`src/design/shapad_pkg.sv`:
```
// ----------------------------------------------------------------------------
// shapad_pkg
// Shared constants and types for the SHA-256 message padder.
// ----------------------------------------------------------------------------
`default_nettype none

package shapad_pkg;

  // Fixed SHA-256 geometry
  localparam int unsigned WordBits        = 32;
  localparam int unsigned BlockBits       = 512;
  localparam int unsigned LenFieldStart   = 448;
  localparam int unsigned WordBytes       = WordBits / 8;
  localparam int unsigned BlockBytes      = BlockBits / 8;
  localparam int unsigned BlockWords      = BlockBits / WordBits;
  localparam int unsigned PosBits         = $clog2(BlockBytes);
  localparam int unsigned WordIdxBits     = $clog2(BlockWords);
  // Message length is counted in bytes; the low three bits of the bit length are zero
  localparam int unsigned ByteCntBits     = 61;

  // Word slots of the 64-bit length field
  localparam logic [WordIdxBits-1:0] LenHiIdx = 4'(LenFieldStart / WordBits);
  localparam logic [WordIdxBits-1:0] LenLoIdx = 4'(BlockWords - 1);
  // First pad word sits at or past this slot: the length spills into a new block
  localparam logic [WordIdxBits-1:0] SpillIdx = LenHiIdx;

  // Marker byte and zero fill
  localparam logic [7:0] PadMarker = 8'h80;

  // Start request from the byte packer to the pad sequencer
  typedef struct packed {
    logic                          start;
    logic [WordIdxBits-1:0]        first_idx;
    logic                          spill;
    logic [WordBits-1:0]           first_word;
    logic [ByteCntBits-1:0]        byte_cnt;
  } pad_start_t;

  // One pad word offered by the sequencer
  typedef struct packed {
    logic                          valid;
    logic [WordBits-1:0]           word;
    logic                          block_last;
    logic                          message_last;
  } pad_word_t;

endpackage

`default_nettype wire

```
`src/design/shapad_pad_seq.sv`:
```
// ----------------------------------------------------------------------------
// shapad_pad_seq
// Emits the marker word, zero fill and length words after end of message.
// ----------------------------------------------------------------------------
`default_nettype none

module shapad_pad_seq
  import shapad_pkg::*;
(
  input  wire logic       clk_i,
  input  wire logic       rst_ni,
  input  wire pad_start_t start_i,
  input  wire logic       advance_i,
  output pad_word_t       pad_o
);

  logic                   active_q, active_d;
  logic                   first_q, first_d;
  logic                   spill_q, spill_d;
  logic [WordIdxBits-1:0] idx_q, idx_d;
  logic [WordBits-1:0]    first_word_q, first_word_d;
  logic [ByteCntBits-1:0] cnt_q, cnt_d;

  // Current word: marker word first, length in the last two slots, else zero
  always_comb begin
    pad_o.valid        = active_q;
    pad_o.block_last   = (idx_q == LenLoIdx);
    pad_o.message_last = !spill_q && (idx_q == LenLoIdx);
    if (first_q) begin
      pad_o.word = first_word_q;
    end else if (!spill_q && (idx_q == LenHiIdx)) begin
      pad_o.word = cnt_q[ByteCntBits-1:ByteCntBits-WordBits];
    end else if (!spill_q && (idx_q == LenLoIdx)) begin
      pad_o.word = {cnt_q[ByteCntBits-WordBits-1:0], 3'b000};
    end else begin
      pad_o.word = '0;
    end
  end

  // Sequencer next state
  always_comb begin
    active_d     = active_q;
    first_d      = first_q;
    spill_d      = spill_q;
    idx_d        = idx_q;
    first_word_d = first_word_q;
    cnt_d        = cnt_q;
    if (start_i.start) begin
      active_d     = 1'b1;
      first_d      = 1'b1;
      spill_d      = start_i.spill;
      idx_d        = start_i.first_idx;
      first_word_d = start_i.first_word;
      cnt_d        = start_i.byte_cnt;
    end else if (active_q && advance_i) begin
      first_d = 1'b0;
      idx_d   = idx_q + WordIdxBits'(1);
      if (idx_q == LenLoIdx) begin
        if (spill_q) begin
          spill_d = 1'b0;
        end else begin
          active_d = 1'b0;
        end
      end
    end
  end

  always_ff @(posedge clk_i or negedge rst_ni) begin
    if (!rst_ni) begin
      active_q <= 1'b0;
      first_q  <= 1'b0;
      spill_q  <= 1'b0;
      idx_q    <= '0;
    end else begin
      active_q <= active_d;
      first_q  <= first_d;
      spill_q  <= spill_d;
      idx_q    <= idx_d;
    end
  end

  // Payload, no reset
  always_ff @(posedge clk_i) begin
    first_word_q <= first_word_d;
    cnt_q        <= cnt_d;
  end

endmodule

`default_nettype wire

```
`src/design/sha256_message_padder_unit.sv`:
```
// ----------------------------------------------------------------------------
// sha256_message_padder_unit
// Packs message bytes into big-endian words and appends SHA-256 padding.
// ----------------------------------------------------------------------------
// A completed word appears at the output in the cycle after its last byte is
// accepted. One byte per cycle while streaming, unless the output stalls.
// After an end of message the pad sequencer emits 3 to 18 words, one per
// cycle as the sink takes them, and input is held off until the last one.
// Reset (rst_ni low, async) clears position, length and all valid flags.
// ----------------------------------------------------------------------------
`default_nettype none

module sha256_message_padder_unit
  import shapad_pkg::*;
(
  input  wire logic                clk_i,
  input  wire logic                rst_ni,
  input  wire logic                in_valid_i,
  output logic                     in_ready_o,
  input  wire logic [7:0]          data_byte_i,
  input  wire logic                has_byte_i,
  input  wire logic                end_of_message_i,
  output logic                     out_valid_o,
  input  wire logic                out_ready_i,
  output logic [WordBits-1:0]      padded_word_o,
  output logic                     block_last_o,
  output logic                     message_last_o
);

  logic [PosBits-1:0]     pos_q, pos_d, pos_new;
  logic [ByteCntBits-1:0] cnt_q, cnt_d, cnt_new;
  logic [23:0]            partial_q, partial_d, partial_new;
  logic                   out_valid_q, out_valid_d;
  logic [WordBits-1:0]    out_word_q, out_word_d;
  logic                   out_blk_q, out_blk_d;
  logic                   out_msg_q, out_msg_d;

  logic                   in_accept, word_done, out_free, pad_adv;
  logic [WordBits-1:0]    marker_word;
  pad_start_t             pad_start;
  pad_word_t              pad_word;

  // Byte packer
  assign out_free    = !out_valid_q || out_ready_i;
  assign in_ready_o  = !pad_word.valid &&
                       !(out_valid_q && !out_ready_i && (pos_q[1:0] == 2'd3));
  assign in_accept   = in_valid_i && in_ready_o;
  assign word_done   = has_byte_i && (pos_q[1:0] == 2'd3);
  assign pos_new     = pos_q + {{(PosBits-1){1'b0}}, has_byte_i};
  assign cnt_new     = cnt_q + {{(ByteCntBits-1){1'b0}}, has_byte_i};
  assign partial_new = has_byte_i ? {partial_q[15:0], data_byte_i} : partial_q;

  // Word holding the leftover bytes followed by the marker
  always_comb begin
    case (pos_new[1:0])
      2'd1:    marker_word = {partial_new[7:0], PadMarker, 16'h0000};
      2'd2:    marker_word = {partial_new[15:0], PadMarker, 8'h00};
      2'd3:    marker_word = {partial_new[23:0], PadMarker};
      default: marker_word = {PadMarker, 24'h000000};
    endcase
  end

  always_comb begin
    pad_start.start      = in_accept && end_of_message_i;
    pad_start.first_idx  = pos_new[PosBits-1:2];
    pad_start.spill      = (pos_new[PosBits-1:2] >= SpillIdx);
    pad_start.first_word = marker_word;
    pad_start.byte_cnt   = cnt_new;
  end

  // Packer state: position and byte count return to zero after an end of message
  always_comb begin
    pos_d     = pos_q;
    cnt_d     = cnt_q;
    partial_d = partial_q;
    if (in_accept) begin
      partial_d = partial_new;
      if (end_of_message_i) begin
        pos_d = '0;
        cnt_d = '0;
      end else begin
        pos_d = pos_new;
        cnt_d = cnt_new;
      end
    end
  end

  shapad_pad_seq u_pad_seq (
    .clk_i     (clk_i),
    .rst_ni    (rst_ni),
    .start_i   (pad_start),
    .advance_i (pad_adv),
    .pad_o     (pad_word)
  );

  // Output register: pad words, else a word completed by the incoming byte
  always_comb begin
    out_valid_d = out_valid_q && !out_ready_i;
    out_word_d  = out_word_q;
    out_blk_d   = out_blk_q;
    out_msg_d   = out_msg_q;
    pad_adv     = 1'b0;
    if (out_free) begin
      if (pad_word.valid) begin
        out_valid_d = 1'b1;
        out_word_d  = pad_word.word;
        out_blk_d   = pad_word.block_last;
        out_msg_d   = pad_word.message_last;
        pad_adv     = 1'b1;
      end else if (in_accept && word_done) begin
        out_valid_d = 1'b1;
        out_word_d  = {partial_q, data_byte_i};
        out_blk_d   = (pos_new == '0);
        out_msg_d   = 1'b0;
      end
    end
  end

  always_ff @(posedge clk_i or negedge rst_ni) begin
    if (!rst_ni) begin
      pos_q       <= '0;
      cnt_q       <= '0;
      out_valid_q <= 1'b0;
    end else begin
      pos_q       <= pos_d;
      cnt_q       <= cnt_d;
      out_valid_q <= out_valid_d;
    end
  end

  // Payload, no reset
  always_ff @(posedge clk_i) begin
    partial_q  <= partial_d;
    out_word_q <= out_word_d;
    out_blk_q  <= out_blk_d;
    out_msg_q  <= out_msg_d;
  end

  assign out_valid_o    = out_valid_q;
  assign padded_word_o  = out_word_q;
  assign block_last_o   = out_blk_q;
  assign message_last_o = out_msg_q;

  // Checks
  a_msg_ends_block: assert property (@(posedge clk_i) disable iff (!rst_ni)
    out_valid_o && message_last_o |-> block_last_o)
    else $error("message end word not at end of block");

  a_no_input_while_pad: assert property (@(posedge clk_i) disable iff (!rst_ni)
    pad_word.valid |-> !in_ready_o)
    else $error("input taken while padding");

  a_end_starts_pad: assert property (@(posedge clk_i) disable iff (!rst_ni)
    in_accept && end_of_message_i |=> pad_word.valid && (pos_q == '0))
    else $error("end of message did not start padding");

  a_pad_hold: assert property (@(posedge clk_i) disable iff (!rst_ni)
    pad_word.valid && !pad_adv |=> pad_word.valid && $stable(pad_word.word))
    else $error("pad word changed while stalled");

endmodule

`default_nettype wire
```
`config.mk`:
```
export PLATFORM = sky130hd
export DESIGN_NAME = sha256_message_padder_unit
export DESIGN_NICKNAME = d
export VERILOG_FILES = /design/src/design/shapad_pkg.sv /design/src/design/shapad_pad_seq.sv /design/src/design/sha256_message_padder_unit.sv
export SDC_FILE = /design/constraint.sdc
export NUM_CORES = 1
export LEC_CHECK = 0
export BUFFER_PORTS_ARGS = -buffer_cell sky130_fd_sc_hd__buf_2
export CORE_MARGIN = 8
export CORE_UTILIZATION = 51
export CTS_BUF_LIST = sky130_fd_sc_hd__clkbuf_8
export CTS_CLUSTER_DIAMETER = 80
export CTS_CLUSTER_SIZE = 8
export DETAILED_ROUTE_END_ITERATION = 12
export GPL_ROUTABILITY_DRIVEN = 0
export GPL_TIMING_DRIVEN = 0
export PLACE_DENSITY = 0.68
export SYNTH_ARGS = -nofsm -noshare
export SYNTH_HDL_FRONTEND = slang
export SYNTH_HIERARCHICAL = 1
export SYNTH_SLANG_ARGS = --single-unit
```
`constraint.sdc`:
```
create_clock -name clk_i -period 5.6 [get_ports clk_i]
set_clock_uncertainty 0.05 [all_clocks]
set_input_delay 0.28 -clock clk_i [delete_from_list [all_inputs] [get_ports clk_i]]
set_output_delay 0.28 -clock clk_i [all_outputs]
set_load 0.05 [all_outputs]
```
Yosys cells after proc, flatten, opt, wreduce, memory -nomap -nowiden
Cells that the tools add are included.
{"block": "op_classes", "n_addsub": 3, "magnitude_cmp": 1, "eq_ne": 7, "mux": 29, "reduce_logical": 23}
{"cell": "32-bit two-way mux", "count": 5}
{"cell": "32-bit one-hot mux with 3 select lines", "count": 1}
{"cell": "61-bit by 1-bit adder with 61-bit output", "count": 1}
{"cell": "61-bit two-way mux", "count": 1}
{"cell": "24-bit two-way mux", "count": 1}
{"cell": "1-bit two-way mux", "count": 18}
{"cell": "1-bit logical AND", "count": 10}
{"cell": "4-bit equality test, second input constant", "count": 2}
{"cell": "4-bit two-way mux", "count": 2}
{"cell": "6-bit by 1-bit adder with 6-bit output", "count": 1}
{"cell": "2-bit equality test, second input constant", "count": 3}
{"cell": "6-bit zero test", "count": 1}
{"cell": "6-bit two-way mux", "count": 1}
{"cell": "2-bit nonzero test", "count": 3}
{"cell": "1-bit zero test", "count": 5}
{"cell": "4-bit by 1-bit adder with 4-bit output, second input constant", "count": 1}
{"cell": "4-bit greater-or-equal comparator, second input constant", "count": 1}
{"cell": "2-bit AND reduction", "count": 2}
{"cell": "3-bit AND reduction", "count": 1}
{"cell": "2-bit by 1-bit equality test with 1-bit output, second input constant", "count": 1}
{"cell": "2-bit inequality test, second input constant", "count": 1}
{"cell": "1-bit logical OR", "count": 1}
{"block": "word_totals", "regBits": 226, "input_bits": 14, "output_inout_bits": 36, "elab_cells": 76}

Longest topological paths before layout
{"block": "depth", "word_depth": 10, "ltp_mapped": 9, "depth_no_buf": 8}

By module
The synthesis kept the hierarchy.
{"mod": "sha256_message_padder_unit", "instances": 1, "cells_each": 784, "area_each_um2": 7617.3, "seq_area_each_um2": 3443.3}
{"mod": "shapad_pad_seq", "instances": 1, "cells_each": 240, "area_each_um2": 3813.7, "seq_area_each_um2": 2967.8}

Least setup slack after synthesis
OpenSTA, ideal clock, no wires.
{"block": "synth_timing", "path_type": "register -> register", "from": "register out_valid_q, in the netlist out_valid_o", "to": "register u_pad_seq.idx_q[0]", "setup_time_ns": 0.136, "arrival_ns": 3.437, "required_ns": 5.414, "setup_slack_ns": 1.978, "stages_incl_launch_ff": 8, "n_path_buf": 1, "path_cell_list": "dfrtp_1 > nand4b_1 > nand3b_1 > inv_1 > nand2_1 > inv_1 > clkbuf_1 > o21ai_0"}
{"item": "start, declared", "line": "sha256_message_padder_unit.sv:33", "text": "logic out_valid_q, out_valid_d;"}
{"item": "start signal, assigned", "line": "sha256_message_padder_unit.sv:127", "text": "out_valid_q <= out_valid_d;"}
{"item": "end signal, assigned", "line": "shapad_pad_seq.sv:78", "text": "idx_q <= idx_d;"}
{"item": "end, declared", "line": "shapad_pad_seq.sv:20", "text": "logic [WordIdxBits-1:0] idx_q, idx_d;"}

==> flow_metrics.env <==
export IMPL_die_height_um=165.7
export IMPL_slew_headroom_pct=29.52
export IMPL_maxCapViolCount=0
export IMPL_synth_area_top_cells="edfxtp_1 (40%), dfrtp_1 (16%), mux2_2 (4.7%), nand2_1 (3.6%), xnor2_1 (3.2%)"
export IMPL_grt_pass1_wl_um=49770
export IMPL_grt_use_met2_pct=36.30
export IMPL_grt_util_met3_pct=4.614
export IMPL_cellPowerDensity_mw_per_mm2=408.8
export IMPL_clk_latency_ps=540
export IMPL_design_area_mm2=0.01274
export IMPL_outcome="finished clean"
export IMPL_crit_fanout=9
export IMPL_portBuffers=48
export IMPL_synth_simple_area_share_pct=15.83
export IMPL_yosysUniqueCellTypes=67
export IMPL_totalWireLength_um=32170
export IMPL_grt_pass1_vias=8465
export IMPL_cp_data_required_time_ps=5820
export IMPL_synth_xor_area_share_pct=5.057
export IMPL_leakagePower_nw=4.989
export IMPL_finalSetupViolations=0
export IMPL_synthToLayoutAreaGrowth_pct=11.47
export IMPL_drc_errors=0
export IMPL_yosys_area_top_type_share_pct=39.67
export IMPL_cts_tree="yes"
export IMPL_synth_mux_area_share_pct=6.130
export IMPL_post_synth_top_count_cell="edfxtp_1"
export IMPL_yosysTopAreaCell="edfxtp_1"
export IMPL_core_area_mm2=0.02189
export IMPL_synth_fa_ha_area_share_pct=0.6567
export IMPL_critPathSlowestCell="nor4_1"
export IMPL_busiest_layer="met2"
export IMPL_fin_crit_ps=3040
export IMPL_synth_compound_area_share_pct=12.20
export IMPL_rows=54
export IMPL_critPathLaunch="cnt_q[5]$_DFFE_PN0P_"
export IMPL_grt_max_degree=77
export IMPL_cts_setup_buffers=0
export IMPL_grt_overflow=0
export IMPL_clk_path_buf_depth=3
export IMPL_timing_rr_start="cnt_q[5]$_DFFE_PN0P_"
export IMPL_fmax_ghz=0.3289
export IMPL_postSynthAreaPerCell_um2=11.16
export IMPL_tightestPinTransition_ps=1053
export IMPL_syn_area_mm2=0.01143
export IMPL_synth_top_family_by_area="simple AND/OR/NAND/NOR gates"
export IMPL_holdWs_ps=34.70
export IMPL_placedInstanceArea_mm2=0.01214
export IMPL_vias_per_cell=6.101
export IMPL_path_cells="buf_2, and3_1, clkbuf_1, nand4_1, nor4_1, nand3_1, xnor2_1"
export IMPL_cts_buffers=34
export IMPL_antenna_found_initial=1
export IMPL_post_drt_wl_per_cell_um=22.61
export IMPL_ys_flop_type="edfxtp_1"
export IMPL_dr_pass1_iters=5
export IMPL_critPathLaunchType="flip-flop"
export IMPL_ys_seq_area_share_pct=56.09
export IMPL_finalSetupTns_ps=0
export IMPL_slew_violations=0
export IMPL_rsz0062_at_grt="no"
export IMPL_h_tree_depth=2
export IMPL_hpwl_um=22950
export IMPL_drt_iter0_markers=726
export IMPL_die_area_mm2=0.02746
export IMPL_gr_usage_met1_pct=30.20
export IMPL_synth_common_cells="edfxtp_1 (151), nand2_1 (110), dfrtp_1 (75)"
export IMPL_cts_sinks=226
export IMPL_hold_violations=0
export IMPL_cts_root_buf="clkbuf_8"
export IMPL_cp_slowest_stage_delay_ps=890
export IMPL_ys_seq_elements=226
export IMPL_cts_clk_slew_worst_paths_ps=60
export IMPL_period_share_pct=54.29
export IMPL_nets=1138
export IMPL_synth_edf_count=151
export IMPL_floorplan_initialDensity_pct=52.22
export IMPL_hp_start="data_byte_i[1]"
export IMPL_io_pins=50
export IMPL_gr_usage_all_layers_pct=22.83
export IMPL_cp_arrival_ps=3260
export IMPL_yosysWarningCount=6
export IMPL_syn_inst=1024
export IMPL_num_vias=8682
export IMPL_synthArstFlopShare_pct=33.19
export IMPL_hp_class="primary input to flip-flop"
export IMPL_fp_dieW_um=165.7
export IMPL_crit_type="flip-flop to flip-flop"
export IMPL_drive_gt1_share_pct=16.10
export IMPL_endpoint_kind="flip-flop"
export IMPL_diodes=0
export IMPL_final_antenna_net_count=0
export IMPL_ir_drop_mv=0.1842
==> area by class of cell <==
cell class / instances / area [um2]
plain buffers: 75 / 350.3
clock buffers: 35 / 481.7
clock inverters: 26 / 113.9
fillers: 1872 / 9149
inverters: 29 / 111.4
multi-input cells: 700 / 4596
flip-flops and latches: 226 / 6411
well taps: 280 / 350.3
repair buffers: 52 / 327.8
==> flip-flops by register name (all words and copies together), names as in the netlist <==
name                    flops
cnt_q                      61
u_pad_seq/cnt_q            61
padded_word_o              32
u_pad_seq/first_word_q     32
partial_q                  24
pos_q                       6
u_pad_seq/idx_q             4
block_last_o                1
message_last_o              1
out_valid_o                 1
u_pad_seq/active_q          1
u_pad_seq/first_q           1
u_pad_seq/spill_q           1
==> path summary, 6_finish.rpt <==
check	to	slack, ps	cells past startpoint
worst max-delay path	u_pad_seq/cnt_q[33]$_DFFE_PP_	2560	7
worst min-delay path	padded_word_o[1]$_DFFE_PP_	30	2
worst max register to register	u_pad_seq/cnt_q[33]$_DFFE_PP_	2560	7
worst min register to register	pos_q[5]$_DFFE_PN0P_	460	2
max in group asynchronous	cnt_q[15]$_DFFE_PN0P_	4760	3
min in group asynchronous	cnt_q[1]$_DFFE_PN0P_	150	2
==> stage by stage <==
step	total power, mW	cells	util [%]	setup slack, ps
after floorplan	3.456	1030	-	1978
final	5.209	1423	58.21	2560
after CTS	5.233	1423	58.21	2676
after detailed placement	4.003	1361	55.44	2641
after global routing	5.451	1423	58.21	2460
after global placement	3.964	1358	55.02	772.6
==> logic make-up after synthesis <==
family | after synthesis
buffers and inverters | 104
AOI/OAI and AO/OA | 207
xor gates and xnor gates | 66
adders and majority gates | 6
and+or+nand+nor | 350
DFF | 226
other | 1
muxes | 64
==> power by group <==
part / total [mW] / switching (mW) / internal, mW
Combinational: 1.76 / 1.25 / 0.504
Sequential: 2.22 / 0.113 / 2.11
Clock: 1.23 / 0.643 / 0.585
Total: 5.21 / 2.01 / 3.20
==> placed cells by master, fill, tap and decap left out, types with 5 or more instances in the layout <==
| cell | n |
|---|---|
| o21ai_0 | 65 |
| and4_1 | 8 |
| a21oi_1 | 9 |
| o32ai_1 | 6 |
| nor4_1 | 14 |
| a21o_1 | 6 |
| buf_2 | 61 |
| nor2b_1 | 6 |
| nand4_1 | 28 |
| buf_1 | 11 |
| inv_1 | 50 |
| nand3_1 | 55 |
| nand2_1 | 110 |
| mux2i_1 | 16 |
| xnor2_1 | 42 |
| and3_1 | 13 |
| a211oi_1 | 7 |
| a22oi_1 | 29 |
| or4_1 | 8 |
| edfxtp_1 | 151 |
| xor2_1 | 24 |
| ha_1 | 6 |
| mux2_2 | 48 |
| o21ai_1 | 9 |
| dfrtp_1 | 75 |
| clkbuf_8 | 35 |
| a31oi_1 | 9 |
| nor2_1 | 57 |
| conb_1 | 7 |
| o31ai_1 | 23 |
| and2_1 | 5 |
| o211ai_1 | 6 |
| clkbuf_1 | 41 |
| nor3_1 | 16 |
| o41ai_1 | 5 |
| or3_1 | 8 |
| buf_6 | 6 |
==> worst max-delay path, delay by kind of cell, from the launching register on <==
kind | cells | cell delay, ps
buffers and inverters | 2 | 420
XOR/XNOR | 1 | 200
AND/OR/NAND/NOR | 4 | 1800
flip-flops | 1 | 310
==> what timing repair did <==
action | CTS | global route
hold buffers | 1 | 0
resized for setup | 0 | 0
endpoints found under the hold margin | 75 | 0
==> routing by layer <==
| metal | share of wire (%) | wire (um) | vias up |
|---|---|---|---|
| met3 | 7.8 | 2516 | 69 |
| met5 | 0.040 | 13 | - |
| met2 | 47 | 15010 | 391 |
| met4 | 3.2 | 1045 | 2 |
| li1 | - | - | 4020 |
| met1 | 42 | 13580 | 4200 |
Note: power is estimated with default switching activity, not from simulation.
